[config.mk]
export PLATFORM = sky130hd
export DESIGN_NAME = status_led_pattern_generator_top_flat
export DESIGN_NICKNAME = d
export VERILOG_FILES = /design/src/rtl/core/slpg_pkg.sv /design/src/rtl/core/slpg_in_if.sv /design/src/rtl/core/slpg_out_if.sv /design/src/rtl/core/status_led_pattern_generator_top.sv /design/src/flat_wrapper.sv
export SDC_FILE = /design/constraint.sdc
export NUM_CORES = 1
export LEC_CHECK = 0
export BUFFER_PORTS_ARGS = -buffer_cell sky130_fd_sc_hd__buf_2
export CAP_MARGIN = 20
export CORE_UTILIZATION = 52
export CTS_CLUSTER_SIZE = 30
export DETAILED_ROUTE_END_ITERATION = 7
export GPL_ROUTABILITY_DRIVEN = 0
export GPL_TIMING_DRIVEN = 1
export PLACE_DENSITY = 0.76
export RECOVER_POWER = 50
export SYNTH_ARGS = -nofsm -noshare
export SYNTH_HDL_FRONTEND = slang
export SYNTH_SLANG_ARGS = --single-unit
[constraint.sdc]
create_clock -name clk -period 4.75 [get_ports clk]
set_input_delay 0.2375 -clock clk [delete_from_list [all_inputs] [get_ports clk]]
set_output_delay 0.2375 -clock clk [all_outputs]
set_load 0.03 [all_outputs]
[src/rtl/core/slpg_pkg.sv]
// Package for the status LED pattern generator.
// Holds the register indexes, mode and pattern codes and reset values.
// No dependencies; every other file of the block imports it.
package slpg_pkg;

  localparam int unsigned PERIOD_W = 16;
  localparam int unsigned TICK_W   = 32;
  localparam int unsigned CFG_IDX_W = 2;

  typedef logic [PERIOD_W-1:0] period_t;
  typedef logic [TICK_W-1:0]   tick_t;
  typedef logic [CFG_IDX_W-1:0] cfg_idx_t;

  localparam cfg_idx_t CFG_SLOW_PERIOD   = 2'd0;
  localparam cfg_idx_t CFG_MEDIUM_PERIOD = 2'd1;
  localparam cfg_idx_t CFG_FAST_PERIOD   = 2'd2;
  localparam cfg_idx_t CFG_DOUBLE_STEP   = 2'd3;

  localparam period_t SLOW_PERIOD_RST   = 16'd1000;
  localparam period_t MEDIUM_PERIOD_RST = 16'd500;
  localparam period_t FAST_PERIOD_RST   = 16'd200;
  localparam period_t DOUBLE_STEP_RST   = 16'd100;

  typedef enum logic [1:0] {
    MODE_ON     = 2'd0,
    MODE_SLOW   = 2'd1,
    MODE_MEDIUM = 2'd2,
    MODE_FAST   = 2'd3
  } led1_mode_t;

  typedef logic [2:0] pattern_t;

  localparam pattern_t PAT_OFF    = 3'd0;
  localparam pattern_t PAT_ON     = 3'd1;
  localparam pattern_t PAT_DOUBLE = 3'd5;

  typedef enum logic [1:0] {
    PH_START  = 2'd0,
    PH_LOW1   = 2'd1,
    PH_HIGH2  = 2'd2,
    PH_FINISH = 2'd3
  } blink_phase_t;

endpackage

[src/rtl/core/slpg_in_if.sv]
// Request channel of the status LED pattern generator: one poll per request.
// Carries valid, ready and the poll fields; uses slpg_pkg for the pattern type.
interface slpg_in_if
  import slpg_pkg::*;
();
  logic     valid;
  logic     ready;
  logic     ota_in_progress;
  logic     ble_provisioning;
  logic     ir_learning;
  logic     wifi_connected;
  logic     mqtt_connected;
  tick_t    now_ticks;
  logic     led2_write;
  pattern_t led2_new_pattern;

  modport source (
    output valid, ota_in_progress, ble_provisioning, ir_learning, wifi_connected,
           mqtt_connected, now_ticks, led2_write, led2_new_pattern,
    input  ready
  );

  modport sink (
    input  valid, ota_in_progress, ble_provisioning, ir_learning, wifi_connected,
           mqtt_connected, now_ticks, led2_write, led2_new_pattern,
    output ready
  );
endinterface

[src/rtl/core/slpg_out_if.sv]
// Result channel of the status LED pattern generator: one result per poll.
// Carries valid, ready, both LED levels and the LED1 mode; uses slpg_pkg.
interface slpg_out_if
  import slpg_pkg::*;
();
  logic       valid;
  logic       ready;
  logic       led1_level;
  logic       led2_level;
  logic [1:0] led1_mode;

  modport source (
    output valid, led1_level, led2_level, led1_mode,
    input  ready
  );

  modport sink (
    input  valid, led1_level, led2_level, led1_mode,
    output ready
  );
endinterface

[src/rtl/core/status_led_pattern_generator_top.sv]
// Top level of the status LED pattern generator.
// Depends on slpg_pkg, slpg_in_if and slpg_out_if.
//
// Usage:
//   Each request on in_ch is one poll: five status flags, the tick count and
//   an optional new LED2 pattern. For every accepted request exactly one
//   result appears on out_ch with both LED levels and the chosen LED1 mode.
//   The result is registered and is valid in the cycle after acceptance.
//   Throughput is one request per cycle while results are taken, set by the
//   single LED state update: a 32-bit subtract and compare per LED.
//   The result register holds a finished result while the receiver stalls;
//   a new request is accepted in the same cycle the held result is taken,
//   and none is accepted while the result register is full and not taken.
//   The cfg_ port writes the four 16-bit period registers; the user must
//   write only while no request is in flight; the block does not enforce it.
//   A synchronous active-low reset turns both LEDs off, clears the timers,
//   selects pattern off for LED2, empties the result register and loads the
//   default periods 1000, 500, 200 and 100 ticks.
module status_led_pattern_generator_top
  import slpg_pkg::*;
(
  input  logic        clk,
  input  logic        rst_n,
  slpg_in_if.sink     in_ch,
  slpg_out_if.source  out_ch,
  input  logic        cfg_we,
  input  cfg_idx_t    cfg_index,
  input  period_t     cfg_wdata
);

  period_t      slow_period_r, medium_period_r, fast_period_r, double_step_r;

  logic         led1_pin_r, led1_pin_nxt;
  logic         led1_toggle_r, led1_toggle_nxt;
  tick_t        led1_last_r, led1_last_nxt;
  logic         led2_pin_r, led2_pin_nxt;
  tick_t        led2_last_r, led2_last_nxt;
  blink_phase_t phase_r, phase_nxt;
  pattern_t     pattern_r, pattern_nxt;

  logic         out_valid_r;
  logic         out_led1_r, out_led2_r;
  led1_mode_t   out_mode_r;

  logic         accept;
  led1_mode_t   mode;
  period_t      period;
  tick_t        led1_diff;
  tick_t        led2_diff;
  logic         step_done;

  assign in_ch.ready = !out_valid_r || out_ch.ready;
  assign accept      = in_ch.valid && in_ch.ready;

  always_ff @(posedge clk) begin
    if (!rst_n) begin
      slow_period_r   <= SLOW_PERIOD_RST;
      medium_period_r <= MEDIUM_PERIOD_RST;
      fast_period_r   <= FAST_PERIOD_RST;
      double_step_r   <= DOUBLE_STEP_RST;
    end else if (cfg_we) begin
      case (cfg_index)
        CFG_SLOW_PERIOD:   slow_period_r   <= cfg_wdata;
        CFG_MEDIUM_PERIOD: medium_period_r <= cfg_wdata;
        CFG_FAST_PERIOD:   fast_period_r   <= cfg_wdata;
        CFG_DOUBLE_STEP:   double_step_r   <= cfg_wdata;
        default: ;
      endcase
    end
  end

  always_comb begin
    if (in_ch.ota_in_progress) begin
      mode = MODE_FAST;
    end else if (in_ch.ble_provisioning) begin
      mode = MODE_MEDIUM;
    end else if (in_ch.ir_learning) begin
      mode = MODE_FAST;
    end else if (in_ch.wifi_connected) begin
      mode = in_ch.mqtt_connected ? MODE_ON : MODE_MEDIUM;
    end else begin
      mode = MODE_SLOW;
    end
  end

  always_comb begin
    case (mode)
      MODE_SLOW:   period = slow_period_r;
      MODE_MEDIUM: period = medium_period_r;
      default:     period = fast_period_r;
    endcase
  end

  assign led1_diff = in_ch.now_ticks - led1_last_r;
  assign led2_diff = in_ch.now_ticks - led2_last_r;
  assign step_done = led2_diff >= {{(TICK_W-PERIOD_W){1'b0}}, double_step_r};

  always_comb begin
    led1_pin_nxt    = led1_pin_r;
    led1_toggle_nxt = led1_toggle_r;
    led1_last_nxt   = led1_last_r;
    if (mode == MODE_ON) begin
      led1_pin_nxt = 1'b1;
    end else if (led1_diff >= {{(TICK_W-PERIOD_W){1'b0}}, period}) begin
      led1_toggle_nxt = !led1_toggle_r;
      led1_pin_nxt    = !led1_toggle_r;
      led1_last_nxt   = in_ch.now_ticks;
    end
  end

  always_comb begin
    pattern_nxt   = in_ch.led2_write ? in_ch.led2_new_pattern : pattern_r;
    led2_pin_nxt  = led2_pin_r;
    led2_last_nxt = led2_last_r;
    phase_nxt     = phase_r;
    if (pattern_nxt != PAT_DOUBLE) begin
      led2_pin_nxt = (pattern_nxt == PAT_ON);
    end else begin
      case (phase_r)
        PH_START: begin
          led2_pin_nxt  = 1'b1;
          led2_last_nxt = in_ch.now_ticks;
          phase_nxt     = PH_LOW1;
        end
        PH_LOW1: begin
          if (step_done) begin
            led2_pin_nxt  = 1'b0;
            led2_last_nxt = in_ch.now_ticks;
            phase_nxt     = PH_HIGH2;
          end
        end
        PH_HIGH2: begin
          if (step_done) begin
            led2_pin_nxt  = 1'b1;
            led2_last_nxt = in_ch.now_ticks;
            phase_nxt     = PH_FINISH;
          end
        end
        default: begin
          if (step_done) begin
            led2_pin_nxt = 1'b0;
            pattern_nxt  = PAT_OFF;
            phase_nxt    = PH_START;
          end
        end
      endcase
    end
  end

  always_ff @(posedge clk) begin
    if (!rst_n) begin
      led1_pin_r    <= 1'b0;
      led1_toggle_r <= 1'b0;
      led1_last_r   <= '0;
      led2_pin_r    <= 1'b0;
      led2_last_r   <= '0;
      phase_r       <= PH_START;
      pattern_r     <= PAT_OFF;
    end else if (accept) begin
      led1_pin_r    <= led1_pin_nxt;
      led1_toggle_r <= led1_toggle_nxt;
      led1_last_r   <= led1_last_nxt;
      led2_pin_r    <= led2_pin_nxt;
      led2_last_r   <= led2_last_nxt;
      phase_r       <= phase_nxt;
      pattern_r     <= pattern_nxt;
    end
  end

  always_ff @(posedge clk) begin
    if (!rst_n) begin
      out_valid_r <= 1'b0;
    end else if (accept) begin
      out_valid_r <= 1'b1;
    end else if (out_ch.ready) begin
      out_valid_r <= 1'b0;
    end
  end

  always_ff @(posedge clk) begin
    if (accept) begin
      out_led1_r <= led1_pin_nxt;
      out_led2_r <= led2_pin_nxt;
      out_mode_r <= mode;
    end
  end

  assign out_ch.valid      = out_valid_r;
  assign out_ch.led1_level = out_led1_r;
  assign out_ch.led2_level = out_led2_r;
  assign out_ch.led1_mode  = out_mode_r;

endmodule

[src/flat_wrapper.sv]
// flat-port wrapper written by rule: the top's interface ports become plain ports
module status_led_pattern_generator_top_flat import slpg_pkg::*;
  (clk, rst_n, cfg_we, cfg_index, cfg_wdata, in_ch_valid, in_ch_ota_in_progress, in_ch_ble_provisioning, in_ch_ir_learning, in_ch_wifi_connected, in_ch_mqtt_connected, in_ch_now_ticks, in_ch_led2_write, in_ch_led2_new_pattern, in_ch_ready, out_ch_valid, out_ch_led1_level, out_ch_led2_level, out_ch_led1_mode, out_ch_ready);
  slpg_in_if in_ch_i ();
  slpg_out_if out_ch_i ();
  input  logic clk;
  input  logic rst_n;
  input  logic cfg_we;
  input  cfg_idx_t cfg_index;
  input  period_t cfg_wdata;
  input wire logic [$bits(in_ch_i.valid)-1:0] in_ch_valid;
  input wire logic [$bits(in_ch_i.ota_in_progress)-1:0] in_ch_ota_in_progress;
  input wire logic [$bits(in_ch_i.ble_provisioning)-1:0] in_ch_ble_provisioning;
  input wire logic [$bits(in_ch_i.ir_learning)-1:0] in_ch_ir_learning;
  input wire logic [$bits(in_ch_i.wifi_connected)-1:0] in_ch_wifi_connected;
  input wire logic [$bits(in_ch_i.mqtt_connected)-1:0] in_ch_mqtt_connected;
  input wire logic [$bits(in_ch_i.now_ticks)-1:0] in_ch_now_ticks;
  input wire logic [$bits(in_ch_i.led2_write)-1:0] in_ch_led2_write;
  input wire logic [$bits(in_ch_i.led2_new_pattern)-1:0] in_ch_led2_new_pattern;
  output wire logic [$bits(in_ch_i.ready)-1:0] in_ch_ready;
  output wire logic [$bits(out_ch_i.valid)-1:0] out_ch_valid;
  output wire logic [$bits(out_ch_i.led1_level)-1:0] out_ch_led1_level;
  output wire logic [$bits(out_ch_i.led2_level)-1:0] out_ch_led2_level;
  output wire logic [$bits(out_ch_i.led1_mode)-1:0] out_ch_led1_mode;
  input wire logic [$bits(out_ch_i.ready)-1:0] out_ch_ready;
  assign in_ch_i.valid = in_ch_valid;
  assign in_ch_i.ota_in_progress = in_ch_ota_in_progress;
  assign in_ch_i.ble_provisioning = in_ch_ble_provisioning;
  assign in_ch_i.ir_learning = in_ch_ir_learning;
  assign in_ch_i.wifi_connected = in_ch_wifi_connected;
  assign in_ch_i.mqtt_connected = in_ch_mqtt_connected;
  assign in_ch_i.now_ticks = in_ch_now_ticks;
  assign in_ch_i.led2_write = in_ch_led2_write;
  assign in_ch_i.led2_new_pattern = in_ch_led2_new_pattern;
  assign in_ch_ready = in_ch_i.ready;
  assign out_ch_valid = out_ch_i.valid;
  assign out_ch_led1_level = out_ch_i.led1_level;
  assign out_ch_led2_level = out_ch_i.led2_level;
  assign out_ch_led1_mode = out_ch_i.led1_mode;
  assign out_ch_i.ready = out_ch_ready;
  status_led_pattern_generator_top u_core (.clk(clk), .rst_n(rst_n), .in_ch(in_ch_i), .out_ch(out_ch_i), .cfg_we(cfg_we), .cfg_index(cfg_index), .cfg_wdata(cfg_wdata));
endmodule
== Word-level counts from Yosys, hierarchy flattened ==
Cells that the tools add are included.

* Output and inout port bits: 6
* Input port bits: 64
* Logic and storage cells: 76
* Bits in registers: 141

* Reduce and logical (&&, ||, !) cells: 19
* Bitwise operators: 2
* Mux-type cells: 24
* Add/sub/neg operators: 2
* Equality and inequality tests: 12
* Magnitude comparators: 2

{| class="wikitable"
|+ Operators with widths
! kind !! number
|-
| $ge 32x16->1 || 2
|-
| $pmux 32 s2 || 1
|-
| $sub 32x32->32 || 2
|-
| $mux 32 || 1
|-
| $pmux 16 s2 || 1
|-
| $mux 2 || 8
|-
| $mux 3 || 4
|-
| $eq 2x2->1 const B || 4
|-
| $reduce_and 2->1 || 4
|-
| $mux 1 || 7
|-
| $eq 2x1->1 const B || 3
|-
| $logic_not 2->1 || 3
|-
| $ne 2x1->1 const B || 3
|-
| $pmux 2 s3 || 1
|-
| $reduce_bool 2->1 || 3
|-
| $reduce_and 5->1 || 1
|-
| $reduce_and 4->1 || 1
|-
| $eq 3x1->1 const B || 1
|-
| $ne 3x3->1 const B || 1
|-
| $reduce_and 3->1 || 1
|-
| $reduce_or 3->1 || 1
|-
| $logic_not 1->1 || 2
|-
| $not 1->1 || 2
|-
| $pmux 1 s2 || 1
|-
| 3 further kinds || 3
|}

== Logic depth before layout (Yosys ltp) ==
Gate-level depths: netlist of the first run.

* Word-level depth: 10
* Depth in mapped cells: 23
* Gate-level depth less buffers: 21

== Worst setup path after synthesis of the first run ==
Ideal clock, no wire load.

* Path kind: register to register
* From: reg u_core.led2_last_r[4]
* To: reg u_core.led2_last_r[10]
* Required time: 4.624 ns
* Buffers on the path: 1
* Cell stages (with the launch flop): 22
* Path slack: 0.519 ns
* Setup time: 0.126 ns
* Arrival time: 4.104 ns
* Period minus slack after synthesis: 4.231 ns
* Path through: dfxtp_1 -> inv_1 -> ha_1 -> a21o_1 -> a21oi_1 -> nand2_1 -> a21o_1 -> a21o_1 -> a31oi_1 -> xnor2_1 -> ha_1 -> a21oi_1 -> nand2_1 -> a211oi_1 -> nor2_1 -> a2111oi_0 -> o2111a_1 -> nand4_1 -> nor4b_1 -> nor3_1 -> buf_2 -> mux2i_1

* Longest elaborated chain between the ends: 4

{| class="wikitable"
|+ Ends and longest elaborated chain
! item !! line !! text
|-
| start: declaration || status_led_pattern_generator_top.sv:37 || <nowiki>tick_t led2_last_r, led2_last_nxt;</nowiki>
|-
| start signal: assignment || status_led_pattern_generator_top.sv:164 || <nowiki>led2_last_r <= led2_last_nxt;</nowiki>
|-
| $sub 32x32->32 || status_led_pattern_generator_top.sv:95 || <nowiki>assign led2_diff = in_ch.now_ticks - led2_last_r;</nowiki>
|-
| $ge 32x16->1 || status_led_pattern_generator_top.sv:96 || <nowiki>assign step_done = led2_diff >= {{(TICK_W-PERIOD_W){1'b0}}, double_step_r};</nowiki>
|-
| $ne 2x1->1 (no source line) || -- ||
|-
| $reduce_and 4->1 (no source line) || -- ||
|}

No other way between the ends.
A chain may end at the register's enable or synchronous reset.

== Final worst setup path of the first run ==
* From: reg u_core.led2_last_r[2]
* To: reg u_core.led2_last_r[9]

The elaborated chain is that of the path after synthesis.

==> impl_metrics.toml, run 1 <==
[power]
peakVddDrop_mv = 0.317
p_switching_mw = 1.21
powerDensity_mw_per_mm2 = 300
switching_share_pct = 34.4
intPower_mw = 2.32
p_seq_share_pct = 35.7
power.share.clock_pct = 36.9
power_frac_comb_pct = 27.4
p_leak_nw = 4.64

[synth]
syn_area_per_cell_um2 = 7.58
ys_warn_count = 0
synth-main-ff-cell = "dfxtp_1"
syn_area_mm2 = 0.0105
ys_async_sr_fraction_pct = 0
ys_types = 81
yosysSeqAreaShare_pct = 27.2
synthTopCellsByCount = "nand2_1, dfxtp_1, a21oi_1"
synth_nets = 1557
yosysMostFrequentCell = "nand2_1"
yosys-top-cells-area = "dfxtp_1, ha_1, nand2_1"
synth_edf_count = 4
synthCells = 1390
yosysTopAreaCell = "dfxtp_1"
ys_seq_elements = 141
synth_top_area_share_pct = 26.0

[status]
violations = "capacitance limit, slew limit"
status = "complete, but fails checks"

[die]
die_y_um = 144
core_area_mm2 = 0.0197
placementRows = 51
die_w_um = 144
dieArea_mm2 = 0.0208
start_util_pct = 53.6
io_pins = 70

[grt]
grt_busiest_layer = "met2"
use_met3_pct = 5.36
grt_util_met2_pct = 48.5
antenna_found_initial = 0
grt_pass1_vias = 9475
track_usage_pct = 28.3
globalRouteOverflowTotal = 0
grtUsageMet1_pct = 35.0
grt_max_degree = 73
grt_pass1_wl_mm = 46.3

[setup_path]
rrSetupSlack_ps = 250
arrival_ps = 4800
required_ps = 5050
cp-start-kind = "register"
reg2reg_depth = 21
cp_max_fo = 32
setup.worst_path.class = "register to register"
cp-end-kind = "register"

[finish]
nets = 1611
final_cells = 1722
diodes = 0
syn2layout_area_growth_pct = 11.8
filler_cell_count = 1812
utilization_pct = 59.9
final_area_mm2 = 0.0118
drive_gt1_share_pct = 11.1

[clocking]
insertion_delay_ps = 430
clkTransAtPathRegs_ps = 70
cts_made_buffers = 17
cts_buffer_depth = 2
cts.sinks = 141
cts_tree = "built"
root_buffer = "clkbuf_16"
h-tree-depth = 4
hold_buffers = 0

[drt]
postRouteWirelength_mm = 29.4
dr.pass1.iters = 6
wl_per_cell_um = 17.1
antenna_left = 0
via_count = 10300
drt-initial-drc-count = 900
drc = 0
viasPerCell = 5.96

[sta]
maxSlewHeadroom_pct = -65.9
tns_ps = 0
hold_viol_final = 0
clock_skew_ps = 19.3
min_period_ps = 4500
worst_slew_pin_slew_ps = 2490
worst_slack_ps = 250
rsz0062_at_grt = "no"
max_freq_mhz = 222
slew_violations = 106
setup_viol = 0
period_share_pct = 94.7

[worst_hold_path]
hold_path.class = "input pin to register"
hold_depth = 3

[place]
dp_hpwl_mm = 22.0
io_buffer_count = 69
pre_cts_ws_ps = -103
placed_area_mm2 = 0.0111
dpl.cell_count = 1684

[flow_run]
drv_cap = 2
repair_timing:
action	in CTS	in global routing
resized for setup	1	19
pin swaps	0	5
buffers inserted	3	0
gates cloned	0	2
setup endpoints to repair	25	73
registers in the layout, indices dropped and copies added (netlist names), 2 cells and up:
signal and count:
u_core.double_step_r 16, u_core.fast_period_r 16, u_core.slow_period_r 16, u_core.led1_last_r 32, u_core.medium_period_r 16, u_core.phase_r 2, u_core.pattern_r 3, u_core.led2_last_r 32
u_core.out_ch.led1_mode 2
routing by layer:
layer | up-vias | part of all wire, %
li1 | 5000 | -
met2 | 431 | 47
met5 | - | 0
met3 | 56 | 6.7
met4 | 0 | 3.1
met1 | 4778 | 43
worst paths after layout:
kind / end / startpoint
min reg2reg: u_core.fast_period_r[10]$_SDFFE_PN0P_ / u_core.fast_period_r[10]$_SDFFE_PN0P_
max reg2reg: u_core.led2_last_r[9]$_SDFFE_PN0P_ / u_core.led2_last_r[2]$_SDFFE_PN0P_
min: u_core.out_ch.valid$_SDFFE_PN0P_ / in_ch_valid
max: u_core.led2_last_r[9]$_SDFFE_PN0P_ / u_core.led2_last_r[2]$_SDFFE_PN0P_
cell families (layout without fill, tap and decap cells):
kind of cell / after synthesis / in the layout / synth area share, %
AOI/OAI and AO/OA: 349 / 349 / 21.3
xor gates and xnor gates: 41 / 41 / 3.41
adders and majority gates: 103 / 103 / 12.4
buffers and inverters: 171 / 237 / 7.30
DFF: 141 / 141 / 27.2
muxes: 70 / 70 / 6.70
and+or+nand+nor: 515 / 516 / 21.8
area by class of cell:
cell class / instances / area (µm²) / area share (%)
Timing Repair Buffer: 102 / 626 / 5.31
Tap cell: 265 / 332 / 2.82
Clock buffer: 18 / 429 / 3.64
Multi-Input combinational cell: 1079 / 7000 / 59.4
Clock inverter: 14 / 143 / 1.21
Inverter: 103 / 387 / 3.28
Sequential cell: 141 / 2860 / 24.3
critical path, stage by stage (launching register included):
cell       delay, ps
dfxtp_1          350
inv_1             60
ha_1             330
nor2b_2          190
o2111ai_2        220
nand2_1          120
a21o_1           190
a21o_1           200
a31oi_2          230
o21ai_1          110
xor2_1           150
ha_1             290
nor2b_1          130
o21ai_0          140
nand2_1           80
a2111oi_2        350
o2111a_1         240
nand4_1          180
nor4b_2          330
nor3_2            90
buf_12           190
mux2i_2          180
power by group through the flow:
stage / Combinational (mW) / Sequential [mW] / Clock, mW
floorplan: 0.671 / 1.29 / 0
global placement: 0.903 / 1.29 / 0
detailed placement: 0.918 / 1.29 / 0
CTS: 0.932 / 1.26 / 1.31
global route: 1.07 / 1.27 / 1.37
finish: 0.969 / 1.26 / 1.30
cells in the final DEF, fill, tap and decap left out, types with 4 or more instances in the layout:
master | Yosys | layout
nor3b_1 | 4 | 4
mux2_2 | 4 | 4
buf_2 | 4 | 61
o21ai_0 | 64 | 61
nand2b_1 | 11 | 11
a31oi_1 | 8 | 6
edfxtp_1 | 4 | 4
a21oi_1 | 130 | 129
o21bai_1 | 9 | 9
o2111ai_1 | 8 | 5
clkinv_4 | 0 | 4
xnor2_1 | 23 | 23
o211ai_1 | 9 | 9
nand4_1 | 27 | 27
clkbuf_1 | 49 | 11
a221oi_1 | 4 | 4
inv_6 | 0 | 4
nor4_1 | 9 | 9
nand3_1 | 39 | 39
buf_4 | 2 | 26
clkbuf_16 | 0 | 18
nand2_1 | 309 | 309
and3_1 | 4 | 4
nor2b_1 | 9 | 8
ha_1 | 101 | 101
a2111oi_0 | 7 | 4
inv_8 | 0 | 5
nor3_1 | 18 | 17
xor2_1 | 18 | 18
o21ai_1 | 2 | 5
a2111o_1 | 4 | 4
a21o_1 | 25 | 25
dfxtp_1 | 137 | 137
nor2_1 | 54 | 54
a2111oi_2 | 1 | 4
inv_1 | 102 | 102
o21a_1 | 7 | 7
a22oi_1 | 17 | 17
mux2i_1 | 66 | 64
a211oi_1 | 17 | 17
per-stage QoR:
step	total power, mW	hold WS [ps]
global route	3.70	48.6
detailed placement	2.21	444
finish	3.53	57.6
global placement	2.19	438
CTS	3.51	49.3
floorplan	1.96	361
No activity file was read; power rests on OpenSTA's default activity.
==> inputs of run 2 (changes only) <==
--- a/config.mk
+++ b/config.mk
@@ -14,4 +14,5 @@
 export GPL_TIMING_DRIVEN = 1
-export PLACE_DENSITY = 0.76
+export PLACE_DENSITY = 0.7
 export RECOVER_POWER = 50
+export SLEW_MARGIN = 20
 export SYNTH_ARGS = -nofsm -noshare
==> constraint.sdc (replaced) <==
create_clock -name clk -period 4.75 [get_ports clk]
set_input_delay 0 -clock clk [delete_from_list [all_inputs] [get_ports clk]]
set_output_delay 0 -clock clk [all_outputs]
set_load 0.03 [all_outputs]
==> run 2 against run 1 <==
Net effect:
- the run now ends clean
- clock skew shrank 4.6 ps
- global-route usage rose by 1.7 points
- fmax is 2.3% lower
- via count rose by 1.1%
- worst setup slack lost 110 ps
- critical path type unchanged
- largest cell class unchanged
==> impl_metrics.toml, run 2 (synthesis results as in run 1) <==
[status]
status = "finished, final reports clean"

[clocking]
clkTransAtPathRegs_ps = 70
cts.sinks = 141
cts_buffer_depth = 2
root_buffer = "clkbuf_16"
cts_tree = "built"
insertion_delay_ps = 440
h-tree-depth = 4
cts_made_buffers = 17

[setup_path]
cp-end-kind = "register"
cp_cell_sequence = "inv_1, ha_1, nor2b_1, o2111ai_2, nand2_2, a21boi_2, o21ai_2, a21o_1, a21oi_2, xnor2_2, ha_1, nand4_1, nor2_1, a2111oi_4, buf_4, o21a_1, o2111ai_2, a2111oi_4, nand4_4, nor3b_4, clkbuf_16, mux2i_1"
cp_slowest_cell = "nor3b_4"
setup.worst_path.class = "register to register"
cp-start-kind = "register"
crit_family = "compound AO/OA/AOI/OAI gates"
critPathMaxStageDelay_ps = 620
worst-path-buf-inv = 3
required_ps = 5110
cp_max_fo = 8
arrival_ps = 4970

[die]
dieArea_mm2 = 0.0208
start_util_pct = 53.6
io_pins = 70
core_area_mm2 = 0.0197
die_y_um = 144
placementRows = 51
die_w_um = 144

[sta]
clock_skew_ps = 14.7
hold_viol_final = 0
min_period_ps = 4610
maxSlewHeadroom_pct = 53.0
tns_ps = 0
worst_slack_ps = 142
slew_violations = 0
max_freq_mhz = 217
period_share_pct = 97.0
worst_slew_pin_slew_ps = 697
setup_viol = 0

[drt]
drc = 0
drt-initial-drc-count = 734
viasPerCell = 5.85
dr.pass1.iters = 5
via_count = 10400
postRouteWirelength_mm = 31.1
antenna_left = 0
wl_per_cell_um = 17.5

[finish]
layout_common_cells = "nand2_1, dfxtp_1, a21oi_1"
largestRegisters = "u_core.led1_last_r x32, u_core.led2_last_r x32"
utilization_pct = 63.5
drive_gt1_share_pct = 11.8
syn2layout_area_growth_pct = 18.3
diodes = 0
nets = 1662
final_common_cell = "nand2_1"

[place]
io_buffer_count = 69
dp_hpwl_mm = 22.4
pre_cts_ws_ps = 39.7

[grt]
grt_max_degree = 67
grt_pass1_vias = 9769
antenna_found_initial = 0
globalRouteOverflowTotal = 0
track_usage_pct = 30.1
grt_pass1_wl_mm = 48.6

[power]
p_leak_nw = 4.89
peakVddDrop_mv = 0.221
powerDensity_mw_per_mm2 = 299

[worst_hold_path]
hold_path.class = "input pin to register"

[flow_run]
drv_cap = 0
==> run 2: cell count changes in the layout (fill, tap and decap cells not counted), moves of 3 or more <==
cell / before / now
nor2_2: 0 / 3
ha_1: 101 / 96
ha_2: 0 / 4
clkbuf_1: 11 / 6
nor2_1: 54 / 51
o21ai_1: 5 / 2
buf_4: 26 / 20
dlygate4sd3_1: 0 / 59
clkinv_4: 4 / 0
==> run 2: tightest hold or removal path, delay by kind of cell <==
family,cells,cell delay (ps)
AO/OA/AOI/OAI,1,50
buffers and inverters,1,140
AND/OR/NAND/NOR,2,250
==> run 2: metrics by stage <==
stage,power (mW),cell area [µm²],cells,hold slack [ps]
detailed placement,2.20,11000,1671,261
CTS,3.67,12200,1762,43.7
floorplan,1.96,10500,1390,124
global route,3.90,12500,1773,70.5
finish,3.73,12500,1773,50.9
global placement,2.19,11000,1671,252
==> run 2: layout make-up <==
class,count,area [µm²]
Fill cell,1751,7180
Tap cell,265,332
Multi-Input combinational cell,1079,7080
Clock buffer,17,425
Inverter,103,387
Sequential cell,141,2870
Timing Repair Buffer,153,1190
Clock inverter,15,190
==> run 2: timing repair <==
action | in CTS | in global routing
buffers inserted | 0 | 10
pin swaps | 0 | 22
hold buffers | 59 | 0
cloned | 0 | 3
endpoints found under the setup margin | 12 | 73
hold endpoints to repair | 133 | 0
gates resized for setup | 1 | 34
==> run 2: power by group <==
part	total [mW]	leakage [nW]	switching (mW)	internal, mW
clock network	1.43	0.306	0.624	0.805
registers	1.26	1.15	0.0246	1.24
logic	1.04	3.43	0.611	0.425
==> run 2: metal layers <==
metal	wire length, µm	GRT usage (%)	vias to the layer above
met5	0	0	-
met3	1940	5.73	75
met2	14700	50.8	355
met4	1210	14.2	0
li1	-	-	5105
met1	13300	36.6	4842
==> run 2: final timing paths <==
kind         slack, ps                            startpoint  cells past startpoint                                endpoint
min                 50                          cfg_index[1]                      4  u_core.medium_period_r[3]$_SDFFE_PN0P_
max reg2reg        140    u_core.led1_last_r[1]$_SDFFE_PN0P_                     22     u_core.led1_last_r[10]$_SDFFE_PN0P_
min reg2reg        450  u_core.fast_period_r[1]$_SDFFE_PN0P_                      2    u_core.fast_period_r[1]$_SDFFE_PN0P_
max                140    u_core.led1_last_r[1]$_SDFFE_PN0P_                     22     u_core.led1_last_r[10]$_SDFFE_PN0P_
==> inputs of run 3 (changes only) <==
Settings changed: ABC_CLOCK_PERIOD_IN_PS from default to 4750, CORE_ASPECT_RATIO from default to 1.5.
==> run 3 against run 2 <==
Net effect:
- the run now ends with capacitance limit, slew limit left
- total power fell by 2.3%
- combinational power fell by 5%
- clock skew fell by 3.5 ps
- via count fell by 0.22%
- worst setup slack better by 56 ps
- register-to-register slack gained 60 ps
- clock power fell by 3%
- final cell count down 0.85%
- wire length increased by 2.1%
==> impl_metrics.toml, run 3 (synthesis results as in run 1) <==
[clocking]
root_buffer = "clkbuf_16"
cts_tree = "built"
cts.sinks = 141
cts_buffer_depth = 2
insertion_delay_ps = 440
h-tree-depth = 4
cts_made_buffers = 17
clkTransAtPathRegs_ps = 70

[sta]
tns_ps = 0
hold_viol_final = 0
slew_violations = 100
worst_slew_pin_slew_ps = 2510
period_share_pct = 95.8
setup_viol = 0
max_freq_mhz = 220
min_period_ps = 4550
clock_skew_ps = 11.1
maxSlewHeadroom_pct = -67.4

[drt]
wl_per_cell_um = 18.1
postRouteWirelength_mm = 31.7
dr.pass1.iters = 5
drc = 0
viasPerCell = 5.89
drt-initial-drc-count = 771
antenna_left = 0
via_count = 10400

[finish]
final_area_mm2 = 0.0122
nets = 1652
final_cells = 1758
drive_gt1_share_pct = 9.81
syn2layout_area_growth_pct = 15.9
layout_common_cells = "nand2_1, dfxtp_1, a21oi_1"
final_common_cell = "nand2_1"
diodes = 0
largestRegisters = "u_core.led1_last_r x32, u_core.led2_last_r x32"
filler_cell_count = 1787

[setup_path]
setup.worst_path.class = "register to register"
critPathMaxStageDelay_ps = 350
required_ps = 5070
reg2reg_depth = 21
path_common_cell = "a21o_1"
cp_slowest_cell = "a2111oi_2"
cp-start-kind = "register"
crit_cells = 21
timing.rr.start = "u_core.led2_last_r[4]$_SDFFE_PN0P_"
crit_family = "compound AO/OA/AOI/OAI gates"
timing.rr.end = "u_core.led2_last_r[14]$_SDFFE_PN0P_"
rrSetupSlack_ps = 200
cp_max_fo = 32
cp_cell_sequence = "inv_1, ha_1, a21o_1, a21oi_2, nand2_1, a21o_1, a21o_1, a31oi_2, xnor2_1, ha_1, a21oi_1, nand2_1, a211oi_2, nor2_1, a2111oi_2, o2111a_1, nand4_1, nor4b_2, nor3_2, buf_12, mux2i_2"
arrival_ps = 4870
worst-path-buf-inv = 2
cp-end-kind = "register"

[worst_hold_path]
hold_depth = 3
hold_path.class = "input pin to register"
min_from = "in_ch_now_ticks[24]"
min_to = "u_core.led1_last_r[24]$_SDFFE_PN0P_"

[power]
peakVddDrop_mv = 0.264
powerDensity_mw_per_mm2 = 298
p_leak_nw = 4.80

[grt]
track_usage_pct = 31.1
grt_max_degree = 79
globalRouteOverflowTotal = 0
antenna_found_initial = 0
grt_pass1_vias = 10100
grt_pass1_wl_mm = 51.0

[die]
die_w_um = 118
dieArea_mm2 = 0.0208
die_y_um = 176
io_pins = 70
placementRows = 63
core_area_mm2 = 0.0198
start_util_pct = 53.3

[status]
violations = "capacitance limit, slew limit"
status = "complete, but fails checks"

[flow_run]
drv_cap = 2

[place]
dp_hpwl_mm = 23.7
dpl.cell_count = 1666
placed_area_mm2 = 0.0110
io_buffer_count = 69
-- run 3: worst max path at each step --
stage / endpoint / from / slack, ps
global route: u_core.led2_last_r[14]$_SDFFE_PN0P_ / u_core.led2_last_r[4]$_SDFFE_PN0P_ / -30
CTS: u_core.led2_last_r[14]$_SDFFE_PN0P_ / u_core.led2_last_r[4]$_SDFFE_PN0P_ / 40
global placement: u_core.led1_last_r[26]$_SDFFE_PN0P_ / u_core.led1_last_r[4]$_SDFFE_PN0P_ / 90
finish: u_core.led2_last_r[14]$_SDFFE_PN0P_ / u_core.led2_last_r[4]$_SDFFE_PN0P_ / 200
floorplan: u_core.led2_last_r[10]$_SDFFE_PN0P_ / u_core.led2_last_r[4]$_SDFFE_PN0P_ / 520
detailed placement: u_core.led1_last_r[30]$_SDFFE_PN0P_ / u_core.led1_last_r[4]$_SDFFE_PN0P_ / 4
-- run 3: cell type report --
class / count / area [µm²] / share of cell area [%]
Sequential cell: 141 / 2860 / 23.4
Timing Repair Buffer: 144 / 1060 / 8.70
Multi-Input combinational cell: 1078 / 6970 / 57.1
Clock buffer: 20 / 467 / 3.82
Clock inverter: 12 / 135 / 1.11
Inverter: 103 / 387 / 3.17
Tap cell: 260 / 325 / 2.66
-- run 3: report_power, final --
part           leakage (nW)  switching (mW)  internal (mW)
sequential             1.15          0.0252           1.24
clock                 0.291           0.571          0.819
combinational          3.36           0.589          0.397
-- run 3: timing repair --
action                                  in CTS  in global routing
pin swaps                                    0                  4
gates resized for setup                      1                 15
hold buffers                                57                  0
setup buffers                                1                  2
endpoints found under the setup margin      16                 72
endpoints found under the hold margin      131                  0
-- run 3: tightest hold or removal path: cells and delay by family --
family / cells / cell delay [ps]
buffers and inverters: 1 / 140
and+or+nand+nor: 1 / 170
muxes: 1 / 100
-- run 3: per-stage QoR --
step	hold slack (ps)	setup slack [ps]	utilization, %	power (mW)
floorplan	124	519	-	1.96
global route	31.4	-27.0	61.7	3.81
CTS	2.79	39.5	61.4	3.63
finish	18.0	197	61.7	3.64
detailed placement	255	4.18	55.5	2.20
global placement	255	85.5	55.5	2.19
-- run 3: metal layers --
layer	track usage, %	wire length (µm)
met5	0	0
met4	21.4	2100
met3	5.01	1560
met2	56.2	16000
met1	32.9	12100
